File: src/design/cmm_pkg.sv
// Shared types and constants of the column-major matrix multiply block.
package cmm_pkg;

    localparam int ROW_CNT_W  = 5;
    localparam int COL_CNT_W  = 9;
    localparam int COM_CNT_W  = 5;
    localparam int CFG_DATA_W = 9;
    localparam int CFG_IDX_W  = 2;

    localparam logic [ROW_CNT_W-1:0] ROW_CNT_RESET = 5'd16;
    localparam logic [COL_CNT_W-1:0] COL_CNT_RESET = 9'd16;
    localparam logic [COM_CNT_W-1:0] COM_CNT_RESET = 5'd16;

    localparam logic [CFG_IDX_W-1:0] REG_ROW_COUNT    = 2'd0;
    localparam logic [CFG_IDX_W-1:0] REG_COL_COUNT    = 2'd1;
    localparam logic [CFG_IDX_W-1:0] REG_COMMON_COUNT = 2'd2;

    localparam int PRODUCT_W = 36;
    localparam int ROW_IDX_W = 4;
    localparam int COL_IDX_W = 8;
    localparam int M_DATA_W  = PRODUCT_W + ROW_IDX_W + COL_IDX_W;

    typedef enum logic [2:0] {
        ST_LOAD_A,
        ST_WAIT_B,
        ST_MAC,
        ST_DRAIN1,
        ST_DRAIN2,
        ST_EMIT
    } cmm_state_t;

    typedef struct packed {
        logic a_we;          // write the incoming element into the A store
        logic load_elem;     // capture the incoming B element
        logic mac_issue;     // start one multiply-accumulate for row_idx
        logic mac_first;     // first inner step: overwrite the accumulator
        logic emit_load;     // load the result of row_idx into the output register
        logic emit_last_col;
        logic emit_last_mat;
    } cmm_cmd_t;

endpackage

File: src/design/cmm_ctrl.sv
// Sequencer of the matrix multiply: configuration, counters and command issue.
module cmm_ctrl
    import cmm_pkg::*;
#(
    parameter int MAX_ROWS   = 16,
    parameter int MAX_COMMON = 16,
    parameter int MAX_COLS   = 256
) (
    input  logic                  aclk,
    input  logic                  aresetn,
    input  logic                  cfg_wr_en,
    input  logic [CFG_IDX_W-1:0]  cfg_wr_index,
    input  logic [CFG_DATA_W-1:0] cfg_wr_data,
    input  logic                  s_tvalid,
    output logic                  s_tready,
    input  logic                  out_free,
    output cmm_cmd_t              cmd,
    output logic [((MAX_ROWS*MAX_COMMON > 1) ? $clog2(MAX_ROWS*MAX_COMMON) : 1)-1:0] a_addr,
    output logic [((MAX_ROWS > 1) ? $clog2(MAX_ROWS) : 1)-1:0] row_idx,
    output logic [((MAX_COLS > 1) ? $clog2(MAX_COLS) : 1)-1:0] col_idx
);

    localparam int A_DEPTH = MAX_ROWS * MAX_COMMON;
    localparam int A_AW    = (A_DEPTH > 1) ? $clog2(A_DEPTH) : 1;
    localparam int R_W     = (MAX_ROWS > 1) ? $clog2(MAX_ROWS) : 1;
    localparam int C_W     = (MAX_COLS > 1) ? $clog2(MAX_COLS) : 1;
    localparam int K_W     = (MAX_COMMON > 1) ? $clog2(MAX_COMMON) : 1;
    localparam int ROW_W   = $clog2(MAX_ROWS + 1);
    localparam int COM_W   = $clog2(MAX_COMMON + 1);
    localparam int COLS_W  = $clog2(MAX_COLS + 1);
    localparam int FILL_W  = ROW_W + COM_W;

    cmm_state_t             state_reg, state_next;
    logic [ROW_CNT_W-1:0]   row_cnt_reg, row_cnt_next;
    logic [COL_CNT_W-1:0]   col_cnt_reg, col_cnt_next;
    logic [COM_CNT_W-1:0]   com_cnt_reg, com_cnt_next;
    logic [FILL_W-1:0]      fill_reg, fill_next;
    logic [K_W-1:0]         inner_reg, inner_next;
    logic [A_AW-1:0]        base_reg, base_next;
    logic [R_W-1:0]         row_reg, row_next;
    logic [C_W-1:0]         col_reg, col_next;

    logic [ROW_W-1:0]  rows_eff;
    logic [COM_W-1:0]  common_eff;
    logic [COLS_W-1:0] cols_eff;
    logic [FILL_W-1:0] a_total;
    logic              last_row, last_inner, last_col, a_full;
    logic              cfg_restart;

    // Zero acts as one, anything above the bound acts as the bound.
    assign rows_eff = (row_cnt_reg == '0) ? ROW_W'(1) :
                      (32'(row_cnt_reg) > 32'(MAX_ROWS)) ? ROW_W'(MAX_ROWS) :
                      ROW_W'(row_cnt_reg);
    assign common_eff = (com_cnt_reg == '0) ? COM_W'(1) :
                        (32'(com_cnt_reg) > 32'(MAX_COMMON)) ? COM_W'(MAX_COMMON) :
                        COM_W'(com_cnt_reg);
    assign cols_eff = (col_cnt_reg == '0) ? COLS_W'(1) :
                      (32'(col_cnt_reg) > 32'(MAX_COLS)) ? COLS_W'(MAX_COLS) :
                      COLS_W'(col_cnt_reg);

    assign a_total    = {{COM_W{1'b0}}, rows_eff} * {{ROW_W{1'b0}}, common_eff};
    assign a_full     = (fill_reg + FILL_W'(1)) >= a_total;
    assign last_row   = (ROW_W'(row_reg) + ROW_W'(1)) == rows_eff;
    assign last_inner = (COM_W'(inner_reg) + COM_W'(1)) == common_eff;
    assign last_col   = (COLS_W'(col_reg) + COLS_W'(1)) == cols_eff;

    assign a_addr  = (state_reg == ST_LOAD_A) ? A_AW'(fill_reg) : base_reg + A_AW'(row_reg);
    assign row_idx = row_reg;
    assign col_idx = col_reg;

    always_ff @(posedge aclk) begin
        if (!aresetn) begin
            state_reg   <= ST_LOAD_A;
            row_cnt_reg <= ROW_CNT_RESET;
            col_cnt_reg <= COL_CNT_RESET;
            com_cnt_reg <= COM_CNT_RESET;
            fill_reg    <= '0;
            inner_reg   <= '0;
            base_reg    <= '0;
            row_reg     <= '0;
            col_reg     <= '0;
        end else begin
            state_reg   <= state_next;
            row_cnt_reg <= row_cnt_next;
            col_cnt_reg <= col_cnt_next;
            com_cnt_reg <= com_cnt_next;
            fill_reg    <= fill_next;
            inner_reg   <= inner_next;
            base_reg    <= base_next;
            row_reg     <= row_next;
            col_reg     <= col_next;
        end
    end

    always_comb begin
        state_next   = state_reg;
        row_cnt_next = row_cnt_reg;
        col_cnt_next = col_cnt_reg;
        com_cnt_next = com_cnt_reg;
        fill_next    = fill_reg;
        inner_next   = inner_reg;
        base_next    = base_reg;
        row_next     = row_reg;
        col_next     = col_reg;
        s_tready     = 1'b0;
        cmd          = '0;
        cfg_restart  = 1'b0;

        unique case (state_reg)
            ST_LOAD_A: begin
                s_tready = 1'b1;
                if (s_tvalid) begin
                    cmd.a_we = 1'b1;
                    if (a_full) begin
                        fill_next  = '0;
                        inner_next = '0;
                        base_next  = '0;
                        row_next   = '0;
                        col_next   = '0;
                        state_next = ST_WAIT_B;
                    end else begin
                        fill_next = fill_reg + FILL_W'(1);
                    end
                end
            end
            ST_WAIT_B: begin
                s_tready = 1'b1;
                if (s_tvalid) begin
                    cmd.load_elem = 1'b1;
                    row_next      = '0;
                    state_next    = ST_MAC;
                end
            end
            ST_MAC: begin
                cmd.mac_issue = 1'b1;
                cmd.mac_first = (inner_reg == '0);
                if (last_row) begin
                    row_next = '0;
                    if (last_inner) begin
                        inner_next = '0;
                        base_next  = '0;
                        state_next = ST_DRAIN1;
                    end else begin
                        inner_next = inner_reg + K_W'(1);
                        base_next  = base_reg + A_AW'(rows_eff);
                        state_next = ST_WAIT_B;
                    end
                end else begin
                    row_next = row_reg + R_W'(1);
                end
            end
            // let the last accumulator writes land before the readout
            ST_DRAIN1: state_next = ST_DRAIN2;
            ST_DRAIN2: state_next = ST_EMIT;
            ST_EMIT: begin
                if (out_free) begin
                    cmd.emit_load     = 1'b1;
                    cmd.emit_last_col = last_row;
                    cmd.emit_last_mat = last_row && last_col;
                    if (last_row) begin
                        row_next = '0;
                        if (last_col) begin
                            col_next   = '0;
                            fill_next  = '0;
                            state_next = ST_LOAD_A;
                        end else begin
                            col_next   = col_reg + C_W'(1);
                            state_next = ST_WAIT_B;
                        end
                    end else begin
                        row_next = row_reg + R_W'(1);
                    end
                end
            end
            default: state_next = ST_LOAD_A;
        endcase

        // a write to any count register restarts the stream; the A store keeps its contents
        if (cfg_wr_en) begin
            unique case (cfg_wr_index)
                REG_ROW_COUNT: begin
                    row_cnt_next = cfg_wr_data[ROW_CNT_W-1:0];
                    cfg_restart  = 1'b1;
                end
                REG_COL_COUNT: begin
                    col_cnt_next = cfg_wr_data[COL_CNT_W-1:0];
                    cfg_restart  = 1'b1;
                end
                REG_COMMON_COUNT: begin
                    com_cnt_next = cfg_wr_data[COM_CNT_W-1:0];
                    cfg_restart  = 1'b1;
                end
                default: ;
            endcase
            if (cfg_restart) begin
                state_next = ST_LOAD_A;
                fill_next  = '0;
                inner_next = '0;
                base_next  = '0;
                row_next   = '0;
                col_next   = '0;
            end
        end
    end

    a_emit_needs_room: assert property (@(posedge aclk) disable iff (!aresetn)
        cmd.emit_load |-> out_free)
        else $error("result loaded while output register is occupied");

    a_drain_before_emit: assert property (@(posedge aclk) disable iff (!aresetn)
        cmd.mac_issue |=> !cmd.emit_load)
        else $error("readout started without draining the MAC pipeline");

    a_load_not_mac: assert property (@(posedge aclk) disable iff (!aresetn)
        cmd.a_we |=> !cmd.mac_issue)
        else $error("MAC issued directly after an A store write");

    a_row_in_range: assert property (@(posedge aclk) disable iff (!aresetn)
        (cmd.mac_issue || cmd.emit_load) |-> (ROW_W'(row_reg) < rows_eff))
        else $error("row counter beyond the active row count");

endmodule

File: config.mk
export PLATFORM = sky130hd
export DESIGN_NAME = cmm_ctrl
export DESIGN_NICKNAME = d
export VERILOG_FILES = /design/src/design/cmm_pkg.sv /design/src/design/cmm_ctrl.sv
export SDC_FILE = /design/constraint.sdc
export NUM_CORES = 1
export LEC_CHECK = 0
export BUFFER_PORTS_ARGS = -buffer_cell sky130_fd_sc_hd__buf_2
export CELL_PAD_IN_SITES_DETAIL_PLACEMENT = 2
export CELL_PAD_IN_SITES_GLOBAL_PLACEMENT = 2
export CORE_MARGIN = 2
export CORE_UTILIZATION = 25
export DETAILED_ROUTE_END_ITERATION = 6
export PLACE_DENSITY = 0.67
export SYNTH_ARGS = -nofsm -noshare
export SYNTH_HDL_FRONTEND = slang
export SYNTH_SLANG_ARGS = --single-unit
File: constraint.sdc
create_clock -name aclk -period 13.3 [get_ports aclk]
set_input_delay 1.33 -clock aclk [delete_from_list [all_inputs] [get_ports aclk]]
set_output_delay 1.33 -clock aclk [all_outputs]
set_load 0.03 [all_outputs]
After elaboration in Yosys (flattened, before gate mapping) --
Cells that the tools add are included.
Word-level totals: flip-flop bits (word level) 56, input bits 16, output and inout port bits 28, word-level logic and storage cells 110
Operators by class: $add $sub $neg 9, $mul 1, magnitude comparators 4, equal/unequal tests 10, muxes and demuxes 65, reduce and logical (&&, ||, !) cells 12
Operators by type and width (number):
- $mux W8 | 14
- $mux W10 | 7
- $mux W4 | 13
- $pmux W8 S2 | 2
- $mux W3 | 10
- $mux W5 | 4
- $pmux W10 S2 | 1
- $mux W9 | 2
- $pmux W3 S6 | 1
- $pmux W4 S4 | 1
- $add A10 B1 Y10 const B | 1
- $add A4 B1 Y5 const B | 2
- $eq A5 B5 Y1 | 2
- $ge A10 B10 Y1 | 1
- $gt A5 B5 Y1 const B | 2
- $logic_not A5 Y1 | 2
- $mul A5 B5 Y10 | 1
- $add A8 B1 Y9 const B | 1
- $eq A9 B9 Y1 | 1
- $gt A9 B9 Y1 const B | 1
- $logic_not A9 Y1 | 1
- $add A4 B1 Y4 const B | 2
- $add A8 B1 Y8 const B | 1
- $add A8 B4 Y8 | 1
- 16 further kinds | 27

Longest topological paths before layout --
word-level depth 10, gate-level depth with buffers 23, depth with buffers taken out 22

Worst setup path before layout --
Ideal clock, no wire load.
path type flip-flop to flip-flop, from register row_cnt_reg[1], to register row_reg[2], in the netlist row_idx[2], setup time 0.091 ns, arrival time 5.217 ns, data required time 13.209 ns, slack 7.993 ns, stages on the path, launching flop included 21, path buffers 0, clock period less this slack 5.307 ns, cells stage by stage dfxtp_1 > nor3_1 > o21ai_0 > inv_1 > nand2_1 > fa_1 > fa_1 > fa_1 > inv_1 > ha_1 > a21oi_1 > o21bai_1 > a21oi_1 > o21ai_0 > xor2_1 > ha_1 > a2111oi_0 > a21oi_2 > nand4b_1 > or4b_4 > a311oi_1
On the way: word-level cells in the longest chain between the ends 10
RTL lines:
- start, declared | RTL line cmm_ctrl.sv:34 | logic [ROW_CNT_W-1:0] row_cnt_reg, row_cnt_next;
- start signal, assigned | RTL line cmm_ctrl.sv:84 | row_cnt_reg <= row_cnt_next;
- $gt A5 B5 Y1 | RTL line cmm_ctrl.sv:52 | (32'(row_cnt_reg) > 32'(MAX_ROWS)) ? ROW_W'(MAX_ROWS) :
- $mux W5 | RTL line cmm_ctrl.sv:52
- $mux W5 * | RTL line cmm_ctrl.sv:51 | assign rows_eff = (row_cnt_reg == '0) ? ROW_W'(1) :
- $mul A5 B5 Y10 | RTL line cmm_ctrl.sv:61 | assign a_total = {{COM_W{1'b0}}, rows_eff} * {{ROW_W{1'b0}}, common_eff};
- $ge A10 B10 Y1 | RTL line cmm_ctrl.sv:62 | assign a_full = (fill_reg + FILL_W'(1)) >= a_total;
- $mux W4 | RTL line cmm_ctrl.sv:114 | if (a_full) begin
- $mux W4 | RTL line cmm_ctrl.sv:112 | if (s_tvalid) begin
- $pmux W4 S4 * | RTL line cmm_ctrl.sv:109 | unique case (state_reg)
- $mux W4 | RTL line cmm_ctrl.sv:195 | if (cfg_restart) begin
- $mux W4 * | RTL line cmm_ctrl.sv:179 | if (cfg_wr_en) begin
- end signal, assigned | RTL line cmm_ctrl.sv:90 | row_reg <= row_next;
- end, declared | RTL line cmm_ctrl.sv:40 | logic [R_W-1:0] row_reg, row_next;
Every way passes the cells marked *; elsewhere a longest branch is shown, timed or not. A chain may end at the register's enable or synchronous reset.

Worst setup path after layout --
Same ends and word-level chain as after synthesis.

==> impl_metrics.tcl <==
set metrics [dict create \
    h-tree-depth 2 \
    critPathSlowestCell "a2111oi_0" \
    fill_cells 2178 \
    worst_r2r_path_depth 21 \
    cts_made_buffers 5 \
    grt_pass1_wl_mm 25.9 \
    core_mm2 0.0187 \
    async_reset_ff_share_pct 0 \
    critPathKind "flip-flop to flip-flop" \
    clk_pin_slew_ns 0.08 \
    syn_to_final_growth_pct 11.5 \
    vdd_drop_max_mv 0.0457 \
    rsz0062_at_grt "false" \
    p_per_area_mw_per_mm2 71.8 \
    cts_hold_buf 0 \
    internal-power_mw 0.277 \
    dp_hpwl_mm 12.5 \
    syn-num-nets 660 \
    drive_above_1_share_pct 11.7 \
    synth_cells 591 \
    finalClockSkew_ns 0.00677 \
    synth_top_area_share_pct 23.5 \
    synthTopCellsByArea "dfxtp_1, ha_1, fa_1, mux2i_1, a21oi_1" \
    grt_pass1_vias 4817 \
    startpoint_type "flip-flop" \
    cp_common_cell "fa_1" \
    fp.dieH_um 142 \
    pwr-share-clk_pct 42.2 \
    crit_end "row_idx[2]$_SDFF_PN0_" \
    synth_mux_area_share_pct 4.62 \
    reg2reg_from "row_cnt_reg[1]$_SDFFE_PN0P_" \
    max_stage_delay_ns 0.57 \
    cp-end-kind "flip-flop" \
    ys_seq_area_share_pct 23.5 \
    r2r-end "row_idx[2]$_SDFF_PN0_" \
    die_w_um 142 \
    io_pins 44 \
    hold_viol 0 \
    cts_resized 0 \
    min_period_ns 6.02 \
    synth_top_area_cell "dfxtp_1" \
    max_slew.worst_pin.slew_ns 1.08 \
    viasPerCell 5.13 \
    fmax_ghz 0.166 \
    ant_nets 0 \
    synth-simple-area-share_pct 23.3 \
    synth_edf_count 0 \
    numPortBuffers 43 \
    slew_violations 0 \
    clk_path_buf_depth 2 \
    clock_sinks 56 \
    setup_ws_ns 7.28 \
    required_ns 13.53 \
    cts_root_buf "clkbuf_16" \
    antenna_cells 0 \
    antenna_found_initial 0 \
    first_iter_violations 113 \
    globalRouteTotalUtil_pct 16.3 \
    largest_register_ffs 10 \
    p_comb_share_pct 12.2 \
    wl_mm 15.6 \
    synth_xor_area_share_pct 7.27 \
    cp_max_fo 19 \
    setup_viol 0 \
    synth.distinct_cells 73 \
    drv_cap 0 \
    path_cells "nor3_1 > o21ai_0 > inv_1 > nand2_1 > fa_1 > fa_1 > fa_1 > inv_1 > ha_1 > a21oi_1 > o21bai_1 > a21oi_1 > o21ai_0 > xor2_1 > ha_1 > a2111oi_0 > a21oi_2 > buf_4 > nand4b_1 > or4b_4 > a311oi_1" \
    slew_headroom_pct 27.5 \
    ys_ff_latch 56 \
    reg2reg_slack_ns 7.28 \
    arrival_ns 6.25 \
    synthFlopType "dfxtp_1" \
    rows 50 \
    fin_nets 685 \
    dr.pass1.iters 4 \
    final.setup.tns_ns 0 \
    leakagePower_nw 2.29 \
    cts_tree "yes" \
    pwr-share-seq_pct 45.7 \
    syn_area_per_cell_um2 8.07 \
    crit_start "row_cnt_reg[1]$_SDFFE_PN0P_" \
    period_share_pct 45.2 \
    power.switching_mw 0.105 \
    pre_cts_slack_ns 7.23 \
    hp-class "flip-flop to flip-flop" \
    grt_max_degree 26 \
    die_area_mm2 0.0202 \
    grt_overflow 0 \
    netlist_area_mm2 0.00477 \
    synth_top_family_by_area "simple AND/OR/NAND/NOR gates" \
    routedWlPerCell_um 18.3 \
    synth-compound-area-share_pct 18.7 \
    holdWs_ns 0.478 \
    synth_fa_ha_area_share_pct 15.9 \
    status "finished clean" \
    insertion_delay_ns 0.32 \
    drcViolationCount 0 \
    routabilityCongestion 0.832 \
    yosys_warnings 0 \
    start_util_pct 25.5 \
    netSwitchingFraction_pct 27.5 \
    postCtsSetupRepairBufs 0 \
    vias 4368 \
]
-- logic make-up (layout without fill, tap and decap cells) --
kind of cell,Yosys count,count (layout)
multiplexers,22,22
AO/OA/AOI/OAI,132,132
flip-flops,56,56
buffers and inverters,74,100
XOR/XNOR,38,38
adder cells (fa/ha/maj),54,54
AND/OR/NAND/NOR,215,215
-- through the flow --
stage / utilization (%) / power [mW] / cell area [um^2] / cells
CTS: 28.4 / 0.389 / 5320 / 851
global placement: 27.5 / 0.223 / 5150 / 843
finish: 28.4 / 0.382 / 5320 / 851
floorplan: - / 0.209 / 4770 / 591
detailed placement: 27.5 / 0.226 / 5150 / 843
global route: 28.4 / 0.400 / 5320 / 851
-- routing by layer --
layer  wire, um  part of all wire [%]  GRT usage, %
met5          0                     0             0
met3        508                   3.3          2.52
met1       7360                    47          20.9
met4        195                   1.3          4.42
met2       7530                    48          28.4
-- cells in the final DEF, fill, tap and decap left out, drive strengths merged, types with 3 or more instances in the layout --
master / instances
dfxtp: 56
nor2: 48
inv: 48
nand2: 46
buf: 45
ha: 42
a21oi: 39
nand3: 30
o21ai: 24
nor2b: 23
mux2i: 22
xnor2: 19
xor2: 18
nor3: 16
and3: 12
fa: 11
nand2b: 10
a22oi: 7
o211ai: 6
and2: 6
o22ai: 5
clkbuf: 5
a311oi: 5
nor3b: 4
o31ai: 4
a32oi: 4
o21bai: 4
a21o: 4
a211oi: 4
o21a: 3
nor4: 3
o32ai: 3
nor4b: 3
nand3b: 3
a31oi: 3
-- power groups by stage --
stage,combinational [mW],clock (mW),sequential (mW)
after floorplan,0.0333,0,0.176
after global placement,0.0453,0,0.178
after detailed placement,0.0472,0,0.178
after CTS,0.0474,0.168,0.174
after global routing,0.0515,0.173,0.175
final,0.0464,0.161,0.174
-- cell usage after synthesis, types with 4 or more instances --
| cell type | number |
|---|---|
| and2_1 | 5 |
| nor3_1 | 14 |
| buf_2 | 5 |
| nor3b_1 | 4 |
| ha_1 | 42 |
| nand2b_1 | 10 |
| xor2_1 | 18 |
| buf_6 | 4 |
| o21ai_1 | 6 |
| a32oi_1 | 4 |
| o211ai_1 | 6 |
| o21ai_0 | 17 |
| clkbuf_1 | 15 |
| a22oi_1 | 6 |
| nand3_1 | 29 |
| a21oi_1 | 37 |
| o21bai_1 | 4 |
| and3_1 | 12 |
| xnor2_1 | 19 |
| o22ai_1 | 5 |
| a311oi_1 | 4 |
| mux2i_1 | 22 |
| o31ai_1 | 4 |
| dfxtp_1 | 56 |
| nor2_1 | 47 |
| nor2b_1 | 23 |
| inv_1 | 44 |
| nand2_1 | 46 |
| fa_1 | 11 |
| a21o_1 | 4 |
-- final cells by class --
type	count	area (um^2)	share of cell area [%]
well taps	234	293	5.51
flip-flops and latches	56	1120	21.1
clock inverters	3	46.3	0.871
multi-input cells	461	3330	62.5
clock buffers	5	125	2.35
inverters	47	176	3.32
repair buffers	45	230	4.33
-- worst min path at each step --
stage / from / end / slack [ns] / depth (start not counted)
6_report: fill_reg[9]$_SDFF_PN0_ / fill_reg[9]$_SDFF_PN0_ / 0.48 / 2
5_1_grt: fill_reg[9]$_SDFF_PN0_ / fill_reg[9]$_SDFF_PN0_ / 0.52 / 2
4_1_cts: fill_reg[9]$_SDFF_PN0_ / fill_reg[9]$_SDFF_PN0_ / 0.49 / 2
3_5_place_dp: fill_reg[9]$_SDFF_PN0_ / fill_reg[9]$_SDFF_PN0_ / 0.48 / 2
3_3_place_gp: fill_reg[9]$_SDFF_PN0_ / fill_reg[9]$_SDFF_PN0_ / 0.45 / 2
2_1_floorplan: fill_reg[9]$_SDFF_PN0_ / fill_reg[9]$_SDFF_PN0_ / 0.44 / 2
-- critical path, delay by kind of cell, from the launching register on --
family / cells / cell delay (ns)
compound gates: 8 / 2.06
xor+xnor: 1 / 0.16
fa+ha+maj: 5 / 2.04
buf+inv: 3 / 0.40
flops: 1 / 0.43
simple gates: 4 / 0.83
(Power assumes the default switching activity.)
